**src/rtl/irlrc_pkg.sv**
```systemverilog
// Package: payload types, register indexes and reset values of the relay controller.
`default_nettype none
package irlrc_pkg;

  localparam int unsigned CfgAddrW = 2;

  typedef enum logic [CfgAddrW-1:0] {
    REG_TEACH_HOLD = 2'd0,
    REG_MIN_PRESS  = 2'd1,
    REG_BLINK_HALF = 2'd2,
    REG_UNUSED     = 2'd3
  } cfg_reg_t;

  localparam logic [15:0] TeachHoldReset = 16'd5000;
  localparam logic [15:0] MinPressReset  = 16'd50;
  localparam logic [15:0] BlinkHalfReset = 16'd250;
  localparam logic [7:0]  ProtErased     = 8'hFF;
  localparam logic [15:0] WordErased     = 16'hFFFF;
  localparam logic [15:0] HoldMax        = 16'hFFFF;

  typedef struct packed {
    logic        button_level;
    logic        frame_valid;
    logic [7:0]  frame_protocol;
    logic [15:0] frame_address;
    logic [15:0] frame_command;
  } in_item_t;

  typedef struct packed {
    logic relay_on;
    logic led_on;
    logic learn_mode;
    logic code_stored;
  } out_item_t;

  typedef struct packed {
    cfg_reg_t    addr;
    logic [15:0] data;
  } cfg_item_t;

endpackage
`default_nettype wire

```
**src/rtl/irlrc_if.sv**
```systemverilog
// Interfaces: tick input, result output and configuration write channels.
`default_nettype none
interface irlrc_in_if import irlrc_pkg::*; ();
  logic     valid;
  logic     ready;
  in_item_t data;
  modport source (output valid, output data, input ready);
  modport sink   (input valid, input data, output ready);
endinterface

interface irlrc_out_if import irlrc_pkg::*; ();
  logic      valid;
  logic      ready;
  out_item_t data;
  modport source (output valid, output data, input ready);
  modport sink   (input valid, input data, output ready);
endinterface

interface irlrc_cfg_if import irlrc_pkg::*; ();
  logic        valid;
  logic        ready;
  cfg_reg_t    addr;
  logic [15:0] data;
  modport source (output valid, output addr, output data, input ready);
  modport sink   (input valid, input addr, input data, output ready);
endinterface
`default_nettype wire

```
**src/rtl/ir_learn_relay_controller.sv**
```systemverilog
// Top level: infrared learning relay controller with two-entry result buffer.
// One input transaction per millisecond tick gives exactly one result transaction. All
// per-tick work is a single pass of logic from the stored state to the next state, so
// a tick is accepted every clock cycle while in_ch.ready is high. The result side holds
// up to two transactions (output register plus skid register); in_ch.ready drops only
// while both are occupied. The configuration port is always ready and takes effect on
// the next tick. The learned code resets to all ones.
`default_nettype none
module ir_learn_relay_controller import irlrc_pkg::*; (
  input  wire logic   clk,
  input  wire logic   rst_n,
  irlrc_in_if.sink    in_ch,
  irlrc_out_if.source out_ch,
  irlrc_cfg_if.sink   cfg_ch
);

  logic [15:0] teach_hold_r, min_press_r, blink_half_r;
  logic        prev_button_r, learning_r, relay_level_r, led_level_r, blink_phase_r;
  logic [15:0] hold_count_r, blink_count_r;
  logic [7:0]  saved_prot_r;
  logic [15:0] saved_addr_r, saved_cmd_r;

  out_item_t   out_r, skid_r;
  logic        out_valid_r, skid_valid_r;

  logic        in_fire, out_fire;
  in_item_t    it;

  logic        press_edge, release_edge, toggle, code_match;
  logic        learning_a, learning_nxt, relay_nxt, led_nxt, phase_nxt, stored;
  logic [15:0] hold_nxt, blink_nxt, half;
  logic [16:0] blink_inc;
  out_item_t   res;

  assign cfg_ch.ready = 1'b1;
  assign in_ch.ready  = ~skid_valid_r;
  assign in_fire      = in_ch.valid & in_ch.ready;
  assign out_fire     = out_valid_r & out_ch.ready;
  assign out_ch.valid = out_valid_r;
  assign out_ch.data  = out_r;
  assign it           = in_ch.data;

  always_comb begin
    press_edge   = prev_button_r & ~it.button_level;
    release_edge = ~prev_button_r & it.button_level;
    if (press_edge) begin
      hold_nxt = '0;
    end else if (hold_count_r != HoldMax) begin
      hold_nxt = hold_count_r + 16'd1;
    end else begin
      hold_nxt = hold_count_r;
    end

    learning_a = learning_r | (~it.button_level & (hold_nxt > teach_hold_r));
    toggle     = release_edge & (hold_nxt > min_press_r) & ~learning_a;
    relay_nxt  = relay_level_r ^ toggle;
    led_nxt    = led_level_r ^ toggle;

    learning_nxt = learning_a;
    stored       = 1'b0;
    code_match   = (it.frame_protocol == saved_prot_r) & (it.frame_address == saved_addr_r);
    if (it.frame_valid) begin
      if (learning_a) begin
        learning_nxt = 1'b0;
        stored       = 1'b1;
      end else if (code_match) begin
        relay_nxt = (it.frame_command != saved_cmd_r);
        led_nxt   = (it.frame_command != saved_cmd_r);
      end
    end

    // Zero half period acts as one.
    half      = (blink_half_r == '0) ? 16'd1 : blink_half_r;
    blink_inc = {1'b0, blink_count_r} + 17'd1;
    if (learning_nxt) begin
      res.led_on = led_nxt ^ ~blink_phase_r;
      if (blink_inc >= {1'b0, half}) begin
        blink_nxt = '0;
        phase_nxt = ~blink_phase_r;
      end else begin
        blink_nxt = blink_inc[15:0];
        phase_nxt = blink_phase_r;
      end
    end else begin
      res.led_on = led_nxt;
      blink_nxt  = '0;
      phase_nxt  = 1'b0;
    end
    res.relay_on    = relay_nxt;
    res.learn_mode  = learning_nxt;
    res.code_stored = stored;
  end

  always_ff @(posedge clk) begin
    if (!rst_n) begin
      teach_hold_r  <= TeachHoldReset;
      min_press_r   <= MinPressReset;
      blink_half_r  <= BlinkHalfReset;
      prev_button_r <= 1'b0;
      hold_count_r  <= '0;
      learning_r    <= 1'b0;
      relay_level_r <= 1'b0;
      led_level_r   <= 1'b0;
      saved_prot_r  <= ProtErased;
      saved_addr_r  <= WordErased;
      saved_cmd_r   <= WordErased;
      blink_count_r <= '0;
      blink_phase_r <= 1'b0;
    end else begin
      if (cfg_ch.valid) begin
        unique case (cfg_ch.addr)
          REG_TEACH_HOLD: teach_hold_r <= cfg_ch.data;
          REG_MIN_PRESS:  min_press_r  <= cfg_ch.data;
          REG_BLINK_HALF: blink_half_r <= cfg_ch.data;
          default: ;
        endcase
      end
      if (in_fire) begin
        prev_button_r <= it.button_level;
        hold_count_r  <= hold_nxt;
        learning_r    <= learning_nxt;
        relay_level_r <= relay_nxt;
        led_level_r   <= led_nxt;
        blink_count_r <= blink_nxt;
        blink_phase_r <= phase_nxt;
        if (it.frame_valid && learning_a) begin
          saved_prot_r <= it.frame_protocol;
          saved_addr_r <= it.frame_address;
          saved_cmd_r  <= it.frame_command;
        end
      end
    end
  end

  // Result buffer: output register in front, skid register behind it.
  always_ff @(posedge clk) begin
    if (!rst_n) begin
      out_valid_r  <= 1'b0;
      skid_valid_r <= 1'b0;
    end else if (!out_valid_r || out_fire) begin
      if (skid_valid_r) begin
        out_valid_r  <= 1'b1;
        skid_valid_r <= 1'b0;
      end else begin
        out_valid_r <= in_fire;
      end
    end else if (in_fire) begin
      skid_valid_r <= 1'b1;
    end
  end

  always_ff @(posedge clk) begin
    if (!out_valid_r || out_fire) begin
      if (skid_valid_r) begin
        out_r <= skid_r;
      end else if (in_fire) begin
        out_r <= res;
      end
    end else if (in_fire) begin
      skid_r <= res;
    end
  end

endmodule
`default_nettype wire

```
**src/flat_wrapper.sv**
```systemverilog
// flat-port wrapper written by rule: the top's interface ports become plain ports
module ir_learn_relay_controller_flat import irlrc_pkg::*;
  (clk, rst_n, in_ch_valid, in_ch_data, in_ch_ready, out_ch_valid, out_ch_data, out_ch_ready, cfg_ch_valid, cfg_ch_addr, cfg_ch_data, cfg_ch_ready);
  irlrc_in_if in_ch_i ();
  irlrc_out_if out_ch_i ();
  irlrc_cfg_if cfg_ch_i ();
  input  wire logic clk;
  input  wire logic rst_n;
  input wire logic [$bits(in_ch_i.valid)-1:0] in_ch_valid;
  input wire logic [$bits(in_ch_i.data)-1:0] in_ch_data;
  output wire logic [$bits(in_ch_i.ready)-1:0] in_ch_ready;
  output wire logic [$bits(out_ch_i.valid)-1:0] out_ch_valid;
  output wire logic [$bits(out_ch_i.data)-1:0] out_ch_data;
  input wire logic [$bits(out_ch_i.ready)-1:0] out_ch_ready;
  input wire logic [$bits(cfg_ch_i.valid)-1:0] cfg_ch_valid;
  input wire logic [$bits(cfg_ch_i.addr)-1:0] cfg_ch_addr;
  input wire logic [$bits(cfg_ch_i.data)-1:0] cfg_ch_data;
  output wire logic [$bits(cfg_ch_i.ready)-1:0] cfg_ch_ready;
  assign in_ch_i.valid = in_ch_valid;
  assign in_ch_i.data = in_ch_data;
  assign in_ch_ready = in_ch_i.ready;
  assign out_ch_valid = out_ch_i.valid;
  assign out_ch_data = out_ch_i.data;
  assign out_ch_i.ready = out_ch_ready;
  assign cfg_ch_i.valid = cfg_ch_valid;
  assign cfg_ch_i.addr = cfg_ch_addr;
  assign cfg_ch_i.data = cfg_ch_data;
  assign cfg_ch_ready = cfg_ch_i.ready;
  ir_learn_relay_controller u_core (.clk(clk), .rst_n(rst_n), .in_ch(in_ch_i), .out_ch(out_ch_i), .cfg_ch(cfg_ch_i));
endmodule
```
**config.mk**
```make
export PLATFORM = sky130hd
export DESIGN_NAME = ir_learn_relay_controller_flat
export DESIGN_NICKNAME = d
export VERILOG_FILES = /design/src/rtl/irlrc_pkg.sv /design/src/rtl/irlrc_if.sv /design/src/rtl/ir_learn_relay_controller.sv /design/src/flat_wrapper.sv
export SDC_FILE = /design/constraint.sdc
export NUM_CORES = 1
export LEC_CHECK = 0
export BUFFER_PORTS_ARGS = -buffer_cell sky130_fd_sc_hd__buf_2
export CORE_MARGIN = 2
export CORE_UTILIZATION = 60
export DETAILED_ROUTE_END_ITERATION = 10
export PLACE_DENSITY = 0.89
export SYNTH_ARGS = -nofsm -noshare
export SYNTH_HDL_FRONTEND = slang
export SYNTH_SLANG_ARGS = --single-unit
export TNS_END_PERCENT = 100
```
**constraint.sdc**
```tcl
create_clock -name clk -period 5 [get_ports clk]
set_input_delay 0.25 -clock clk [delete_from_list [all_inputs] [get_ports clk]]
set_output_delay 0.25 -clock clk [all_outputs]
set_load 0.005 [all_outputs]
```
==> flow_summary_export.csv, run 1 <==
group,metric,value,unit
timing,timing.fmax,217,MHz
power_and_ir_drop,power_switching_share,0.230,
yosys,yosysTopAreaCell,"dfxtp_1",
hold_path,holdPathStages,3,
route,dr_total_vias,6920,
clocking,cts_made_buffers,17,
clocking,path_clk_slew,60,ps
setup_path,path_cells,"ha_1 > nand3_1 > nor4_1 > a31oi_1 > nand4_1 > xnor2_1 > nor2_1 > ha_1 > nand4_1 > or2_1 > o21ai_0 > o31ai_4 > nor3_4 > or4b_1 > a31oi_1",
timing,maxSlewHeadroom,0.304,
route,vias_per_cell,5.81,
global_routing,grt_max_degree,74,
setup_path,max_stage_delay,530,ps
global_routing,grt_first_pass_wirelength,29.1,mm
yosys,postSynthCellCount,962,
clocking,ctsHoldBuffers,0,
placement,dp_cells,1159,
setup_path,end_kind,"flip-flop",
timing,slew_violations,0,
route,first_pass_iters,5,
timing,fin_tns_setup,0,ps
hold_path,min-delay-path-class,"primary input to flip-flop",
setup_path,ff2ff_path_depth,15,
die,die_area,13300,um2
yosys,async_reset_ff_frac,0,
placement,hpwl,12.2,mm
route,drc_errors,0,
route,dr.first_iter.drc_count,715,
yosys,synthesis.area,7450,um2
yosys,synth.avg_cell_area,7.75,um2
die,dieWidth,115,um
placement,io_buffer_count,70,
die,ios,72,
timing,fin_skew,12.1,ps
yosys,syn_nets,1077,
power_and_ir_drop,p_switching,604,uW
die,start_util,0.618,
global_routing,grt_pass1_vias,6334,
clocking,post-cts-setup-buffer-count,0,
route,drtAntennaViolNets,0,
yosys,ys_seq_area_frac,0.373,
route,post_drt_wl_per_cell,15.1,um
power_and_ir_drop,power.density,308,nW/um2
outcome,outcome,"completed",
power_and_ir_drop,p_leak,3.49,nW
timing,post-route-period-util,0.923,
timing,hold_slack,51.2,ps
final_layout,fill_cells,925,
clocking,cts_max_level,4,
placement,gp_congestion,0.890,
route,drt-total-wl,18.0,mm
die,die_h,115,um
setup_path,crit_buf_inv,0,
setup_path,critPathTopFamily,"simple AND/OR/NAND/NOR gates",
setup_path,critical_path.max_fanout,13,
placement,placed_area,7890,um2
global_routing,antenna_found_initial,0,
clocking,root_buffer,"clkbuf_16",
final_layout,final_net_count,1126,
final_layout,final_cells,1192,
run,cap_violations,0,
die,rows,40,
power_and_ir_drop,pwr-share-clk,0.505,
clocking,clkSinkCount,135,
final_layout,drive_gt1_frac,0.124,
power_and_ir_drop,seq_power_share,0.425,
timing,hold_violations,0,
setup_path,setup.worst_path.class,"flip-flop to flip-flop",
timing,setup_viol,0,
die,coreArea,12100,um2
yosys,synthTopCellsByArea,"dfxtp_1 34%, nand2_1 11%, ha_1 8.4%",
setup_path,slowest_stage,"nor4_1",
yosys,synth_flop_cell,"dfxtp_1",
setup_path,critical_path_cell_count,15,
global_routing,grt_remaining_overflow,0,
yosys,ys_ff_latch,135,
power_and_ir_drop,p_comb_frac,0.070,
power_and_ir_drop,irDropWorstVdd,0.222,mV
clocking,clk_latency,430,ps
final_layout,fin_area,8540,um2
global_routing,grt_usage,0.276,
yosys,yosysTopAreaCellShare,0.341,
setup_path,arrival,4960,ps
final_layout,diodes,0,
setup_path,critical_path_required,5340,ps
clocking,cts_tree,"done",
yosys,ys_warn_count,0,
timing,tightestPinTransition,1040,ps
power_and_ir_drop,p_int,2.02,mW
yosys,ys_types,60,
clocking,cts_max_path_buffers,2,
clocking,post_cts_resized,0,
setup_path,start_kind,"flip-flop",
yosys,synth_edf_count,8,
timing,fin_crit,4620,ps
final_layout,area_growth,14.6,%
-- kinds of logic (layout without fill, tap and decap cells) --
family,Yosys count,after routing,synth area share
AOI/OAI and AO/OA,170,170,0.141
xor gates and xnor gates,64,64,0.0752
adders and majority gates,50,50,0.0839
buffers and inverters,107,168,0.0562
DFF,135,135,0.373
muxes,1,1,0.00151
other,1,1,0.000503
and+or+nand+nor,434,435,0.268
-- metal layers --
layer,part of all wire,global-route usage,up-vias
li1,-,-,3416
met3,0.047,0.0659,52
met1,0.43,0.340,3235
met5,0,0,-
met4,0.030,0.114,0
met2,0.49,0.465,217
-- area by class of cell --
cell class | count | area, um2 | share of cell area
Clock buffer | 22 | 494 | 0.0579
Clock inverter | 10 | 140 | 0.0164
Inverter | 57 | 214 | 0.0250
Multi-Input combinational cell | 721 | 4280 | 0.501
Sequential cell | 135 | 2780 | 0.326
Tap cell | 168 | 210 | 0.0246
Timing Repair Buffer | 79 | 418 | 0.0489
-- tightest hold or removal path: cells and delay by family --
family                 cells  cell delay (ps)
AND/OR/NAND/NOR            2              100
buffers and inverters      1               90
-- Yosys cell counts, types with 2 or more instances --
library cell / instances
or2_2: 2
buf_2: 11
dfxtp_1: 127
nor3_2: 2
o21ai_0: 18
and3_1: 4
o211ai_1: 16
o31a_1: 2
a21oi_1: 77
clkbuf_1: 36
buf_1: 2
nand2b_1: 4
nand4_1: 20
nand3_1: 68
a21boi_0: 2
and2_1: 3
nand3b_1: 4
o41ai_1: 3
nor2b_1: 5
o31ai_1: 3
or2_1: 2
nor3_1: 27
xor2_1: 37
a22oi_1: 5
nor2_1: 45
a31oi_1: 14
a211oi_1: 5
xnor2_1: 27
o2111ai_1: 2
a21o_1: 6
o21a_1: 7
inv_1: 56
and3b_1: 2
nor4_1: 19
a32oi_1: 2
ha_1: 50
o21bai_1: 2
nand2_1: 216
edfxtp_1: 8
-- cells in the final DEF, fill, tap and decap left out, types with 27 or more instances in the layout --
cell type,instances
a21oi_1,77
buf_2,70
dfxtp_1,127
ha_1,50
inv_1,56
nand3_1,68
xor2_1,37
nand2_1,216
nor2_1,45
nor3_1,27
xnor2_1,27
-- stage by stage --
step / util / total power [mW] / setup WS, ps
floorplan: - / 1.25 / 1160
global placement: 0.654 / 1.31 / 453
detailed placement: 0.654 / 1.32 / 329
CTS: 0.707 / 2.64 / 307
global route: 0.708 / 2.71 / -27.0
finish: 0.708 / 2.63 / 384
-- path summary, 6_finish.rpt --
| check | start | end | slack (ps) |
|---|---|---|---|
| worst max-delay path | u_core.hold_count_r[0] | u_core.blink_count_r[13] | 380 |
| worst min register to register | u_core.min_press_r[10] | u_core.min_press_r[10] | 450 |
| worst max register to register | u_core.hold_count_r[0] | u_core.blink_count_r[13] | 380 |
| worst min-delay path | in_ch_data[6] | u_core.saved_cmd_r[6] | 50 |
-- state kept, by name (all words and copies together) (netlist names), 4 cells and up --
signal and flops:
u_core.teach_hold_r 16, u_core.saved_prot_r 8, u_core.skid_r 4, u_core.blink_half_r 16, u_core.blink_count_r 16, u_core.hold_count_r 16, u_core.min_press_r 16, u_core.saved_addr_r 16
u_core.saved_cmd_r 16, u_core.out_ch.data 4
-- power groups by stage --
stage / Combinational, mW / Clock (mW) / Sequential, mW
finish: 0.184 / 1.33 / 1.12
detailed placement: 0.179 / 0 / 1.14
global route: 0.204 / 1.39 / 1.12
CTS: 0.181 / 1.34 / 1.12
global placement: 0.175 / 0 / 1.14
floorplan: 0.108 / 0 / 1.14
Note: power is estimated with default switching activity, not from simulation.
==> inputs of run 2 (changes only) <==
- MAX_ROUTING_LAYER: not set -> met4
==> flow_summary_export.csv, run 2 (same netlist as run 1, synthesis figures left out) <==
group,metric,value,unit
outcome,outcome,"completed",
setup_path,critical_path.max_fanout,13,
placement,hpwl,12.2,mm
final_layout,area_growth,13.3,%
run,cap_violations,0,
setup_path,arrival,4960,ps
clocking,root_buffer,"clkbuf_16",
final_layout,final_common_cell,"nand2_1",
timing,fin_skew,9.31,ps
die,ios,72,
route,vias_per_cell,5.83,
die,dieWidth,115,um
global_routing,grt_remaining_overflow,0,
route,dr.first_iter.drc_count,644,
power_and_ir_drop,irDropWorstVdd,0.220,mV
power_and_ir_drop,pwr-share-clk,0.468,
final_layout,drive_gt1_frac,0.119,
timing,hold_violations,0,
power_and_ir_drop,power_switching_share,0.240,
power_and_ir_drop,power.density,290,nW/um2
placement,placed_area,7880,um2
clocking,ctsHoldBuffers,0,
final_layout,fin_area,8440,um2
setup_path,max_stage_delay,650,ps
power_and_ir_drop,p_switching,588,uW
route,drtAntennaViolNets,0,
timing,hold_slack,53.8,ps
timing,slew_violations,0,
setup_path,setup.worst_path.class,"flip-flop to flip-flop",
timing,tightestPinTransition,1080,ps
route,drt-total-wl,18.0,mm
setup_path,crit_top_cell,"a31oi_1",
final_layout,final_net_count,1125,
timing,setup_viol,0,
setup_path,start_kind,"flip-flop",
clocking,post-cts-setup-buffer-count,0,
die,die_area,13300,um2
timing,fin_crit,4610,ps
timing,timing.fmax,217,MHz
clocking,path_clk_slew,60,ps
power_and_ir_drop,p_int,1.86,mW
die,die_h,115,um
route,first_pass_iters,5,
clocking,cts_max_path_buffers,2,
final_layout,diodes,0,
power_and_ir_drop,seq_power_share,0.456,
clocking,clk_latency,430,ps
route,drc_errors,0,
final_layout,multi_input_area,4290,um2
setup_path,end_kind,"flip-flop",
clocking,clkSinkCount,135,
die,start_util,0.618,
final_layout,fill_cells,931,
placement,gp_congestion,0.912,
clocking,cts_made_buffers,17,
clocking,cts_max_level,4,
global_routing,grt_max_degree,74,
power_and_ir_drop,power,2.45,mW
timing,maxSlewHeadroom,0.278,
setup_path,path_cells,"nand4_2 > or4_1 > nor3_1 > a31oi_1 > o21a_1 > ha_1 > nand4_1 > or2_1 > o21ai_0 > o31ai_4 > nor3_4 > or4b_1 > a31oi_1",
route,post_drt_wl_per_cell,15.1,um
placement,dp_cells,1158,
setup_path,critical_path_required,5350,ps
final_layout,layout_common_cells,"216 x nand2_1, 127 x dfxtp_1, 77 x a21oi_1",
global_routing,grt_usage,0.288,
global_routing,antenna_found_initial,0,
global_routing,grt_pass1_vias,6440,
clocking,cts_tree,"done",
timing,post-route-period-util,0.923,
power_and_ir_drop,p_leak,3.44,nW
route,dr_total_vias,6941,
die,rows,40,
setup_path,slowest_stage,"or4_1",
global_routing,grt_first_pass_wirelength,29.5,mm
timing,fin_tns_setup,0,ps
die,coreArea,12100,um2
final_layout,seqCellArea,2780,um2
final_layout,final_cells,1190,
hold_path,min-delay-path-class,"primary input to flip-flop",
placement,io_buffer_count,70,
power_and_ir_drop,p_comb_frac,0.076,
[run 2: cell count changes in the layout (fill, tap and decap cells not counted), sizes merged]
| cell | before | now |
|---|---|---|
| buf | 79 | 78 |
| inv | 59 | 57 |
| clkinv | 4 | 7 |
| bufinv | 3 | 1 |
[run 2: path summary, 6_finish.rpt]
kind	startpoint	to	slack, ps	depth (start not counted)
max	u_core.hold_count_r[4]	u_core.blink_count_r[13]	390	13
min	in_ch_data[25]	u_core.saved_addr_r[9]	50	3
max reg2reg	u_core.hold_count_r[4]	u_core.blink_count_r[13]	390	13
min reg2reg	u_core.teach_hold_r[6]	u_core.teach_hold_r[6]	460	2
[run 2: layout make-up]
type,count,area share
Clock buffer,22,0.0538
Clock inverter,9,0.00949
Inverter,57,0.0253
Multi-Input combinational cell,721,0.508
Sequential cell,135,0.330
Tap cell,168,0.0249
Timing Repair Buffer,78,0.0486
[run 2: per-layer routing]
layer  GRT usage  vias up  routed length [um]
li1            -     3409                   -
met1       0.343     3242                7680
met2       0.465      231                8760
met3      0.0732       59                1010
met4       0.118        0                 579
met5           -        -                   0
[run 2: what timing repair did]
action                                  4_1_cts  5_1_grt
hold endpoints to repair                      0        0
resized for setup                             0        2
endpoints found under the setup margin        0       14
[run 2: power by group through the flow]
stage | logic (mW) | registers, mW | clock network [mW]
after floorplan | 0.108 | 1.14 | 0
after global placement | 0.175 | 1.14 | 0
after detailed placement | 0.180 | 1.14 | 0
after CTS | 0.183 | 1.12 | 1.15
after global routing | 0.204 | 1.12 | 1.21
final | 0.186 | 1.12 | 1.15
[run 2: metrics by stage]
| stage | setup WS (ps) | utilization |
|---|---|---|
| 6_report | 387 | 0.700 |
| 5_1_grt | -13.2 | 0.700 |
| 4_1_cts | 204 | 0.698 |
| 3_5_place_dp | 204 | 0.654 |
| 3_3_place_gp | 351 | 0.654 |
| 2_1_floorplan | 1160 | - |
[run 2: worst max-delay path: cells and delay by family, from the launching register on]
family	cells	cell delay (ps)
simple gates	7	2660
compound gates	5	1120
fa+ha+maj	1	320
flops	1	440
==> inputs of run 3 (changes only) <==
- CORE_ASPECT_RATIO: not set -> 0.8
==> flow_summary_export.csv, run 3 (same netlist as run 1, synthesis figures left out) <==
group,metric,value,unit
route,drtAntennaViolNets,0,
power_and_ir_drop,seq_power_share,0.427,
power_and_ir_drop,power.density,307,nW/um2
setup_path,setup.worst_path.class,"flip-flop to flip-flop",
final_layout,multi_input_area,4270,um2
route,dr.first_iter.drc_count,755,
clocking,ctsHoldBuffers,0,
setup_path,critical_path.max_fanout,15,
setup_path,critical_path_required,5340,ps
clocking,cts_max_level,4,
timing,rsz0062_at_grt,"no",
run,cap_violations,0,
timing,post-route-period-util,0.921,
placement,placed_area,7890,um2
final_layout,drive_gt1_frac,0.125,
setup_path,max_stage_delay,670,ps
die,rows,36,
final_layout,fin_area,8520,um2
placement,io_buffer_count,70,
final_layout,final_common_cell,"nand2_1",
timing,fin_skew,7.41,ps
route,post_drt_wl_per_cell,16.1,um
die,coreArea,12200,um2
timing,hold_violations,0,
clocking,clk_latency,420,ps
power_and_ir_drop,irDropWorstVdd,0.281,mV
die,ios,72,
die,start_util,0.613,
route,drt-total-wl,19.0,mm
final_layout,seqCellArea,2780,um2
power_and_ir_drop,p_int,2.00,mW
placement,hpwl,12.8,mm
timing,fin_crit,4610,ps
route,vias_per_cell,6.00,
setup_path,slowest_stage,"or4_1",
timing,setup_viol,0,
setup_path,start_kind,"flip-flop",
die,dieWidth,129,um
power_and_ir_drop,p_comb_frac,0.072,
global_routing,grt_usage,0.299,
clocking,post-cts-setup-buffer-count,0,
route,drc_errors,0,
global_routing,grt_remaining_overflow,0,
die,die_area,13300,um2
timing,slew_violations,0,
timing,timing.fmax,217,MHz
final_layout,final_net_count,1128,
clocking,path_clk_slew,60,ps
final_layout,diodes,0,
power_and_ir_drop,pwr-share-clk,0.501,
placement,gp_congestion,0.942,
global_routing,grt_max_degree,57,
hold_path,min-delay-path-class,"primary input to flip-flop",
die,die_h,104,um
global_routing,grt_pass1_vias,6743,
power_and_ir_drop,p_leak,3.49,nW
clocking,cts_made_buffers,17,
final_layout,layout_common_cells,"216 x nand2_1, 127 x dfxtp_1, 77 x a21oi_1",
setup_path,path_cells,"nand4_2 > or4_1 > nand2b_1 > o31a_1 > a21boi_0 > ha_1 > nand4_1 > or2_1 > o21ai_0 > o31ai_2 > buf_4 > nor3_4 > or4b_1 > a31oi_1",
route,first_pass_iters,5,
route,dr_total_vias,7071,
setup_path,critPathTopFamily,"simple AND/OR/NAND/NOR gates",
power_and_ir_drop,power,2.61,mW
clocking,cts_max_path_buffers,2,
final_layout,area_growth,14.3,%
timing,fin_tns_setup,0,ps
clocking,clkSinkCount,135,
setup_path,crit_buf_inv,1,
global_routing,grt_first_pass_wirelength,31.2,mm
timing,maxSlewHeadroom,0.511,
setup_path,arrival,4950,ps
timing,tightestPinTransition,734,ps
power_and_ir_drop,power_switching_share,0.235,
setup_path,end_kind,"flip-flop",
outcome,outcome,"completed",
clocking,root_buffer,"clkbuf_16",
global_routing,antenna_found_initial,0,
final_layout,fill_cells,908,
power_and_ir_drop,p_switching,614,uW
clocking,cts_tree,"done",
[run 3: worst paths after layout]
kind                               start                       end  slack [ps]  cells past startpoint
setup / recovery  u_core.hold_count_r[4]  u_core.blink_count_r[13]         390                     14
hold / removal            in_ch_data[21]    u_core.saved_addr_r[5]          60                      3
setup reg to reg  u_core.hold_count_r[4]  u_core.blink_count_r[13]         390                     14
hold reg to reg   u_core.min_press_r[14]    u_core.min_press_r[14]         450                      2
[run 3: power by group through the flow]
stage / combinational [mW] / clock (mW) / sequential (mW)
2_1_floorplan: 0.108 / 0 / 1.14
3_3_place_gp: 0.177 / 0 / 1.14
5_1_grt: 0.206 / 1.37 / 1.12
4_1_cts: 0.185 / 1.32 / 1.12
6_report: 0.188 / 1.31 / 1.12
3_5_place_dp: 0.181 / 0 / 1.14
[run 3: final cells by class]
class                   instances  share of cell area
clock buffers                  21              0.0554
clock inverters                11              0.0172
inverters                      57              0.0251
multi-input cells             720               0.502
flip-flops and latches        135               0.327
well taps                     152              0.0223
repair buffers                 82              0.0517
[run 3: worst reg2reg max path: cells and delay by family (launching register included)]
kind                     cells  cell delay, ps
AO/OA/AOI/OAI                5            1050
flip-flops                   1             460
buffers and inverters        1             190
AND/OR/NAND/NOR              7            2480
adder cells (fa/ha/maj)      1             350
[run 3: per-stage QoR]
step | util | setup WS (ps) | hold slack [ps] | instances
5_1_grt | 0.700 | 23.7 | 59.0 | 1178
2_1_floorplan | - | 1160 | 374 | 962
4_1_cts | 0.700 | 411 | 55.5 | 1178
3_5_place_dp | 0.649 | 458 | 447 | 1146
3_3_place_gp | 0.649 | 603 | 443 | 1146
6_report | 0.700 | 395 | 62.4 | 1178
[run 3: timing repair]
action / 4_1_cts / 5_1_grt
hold endpoints to repair: 0 / 0
setup endpoints to repair: 0 / 1
resized for setup: 0 / 1
[run 3: routing by layer]
layer,vias up,share of wire,wire (um),GRT usage
met3,71,0.079,1490,0.0811
li1,3426,-,-,-
met1,3265,0.42,7900,0.368
met4,0,0.036,676,0.135
met5,-,0,0,-
met2,309,0.47,8890,0.458
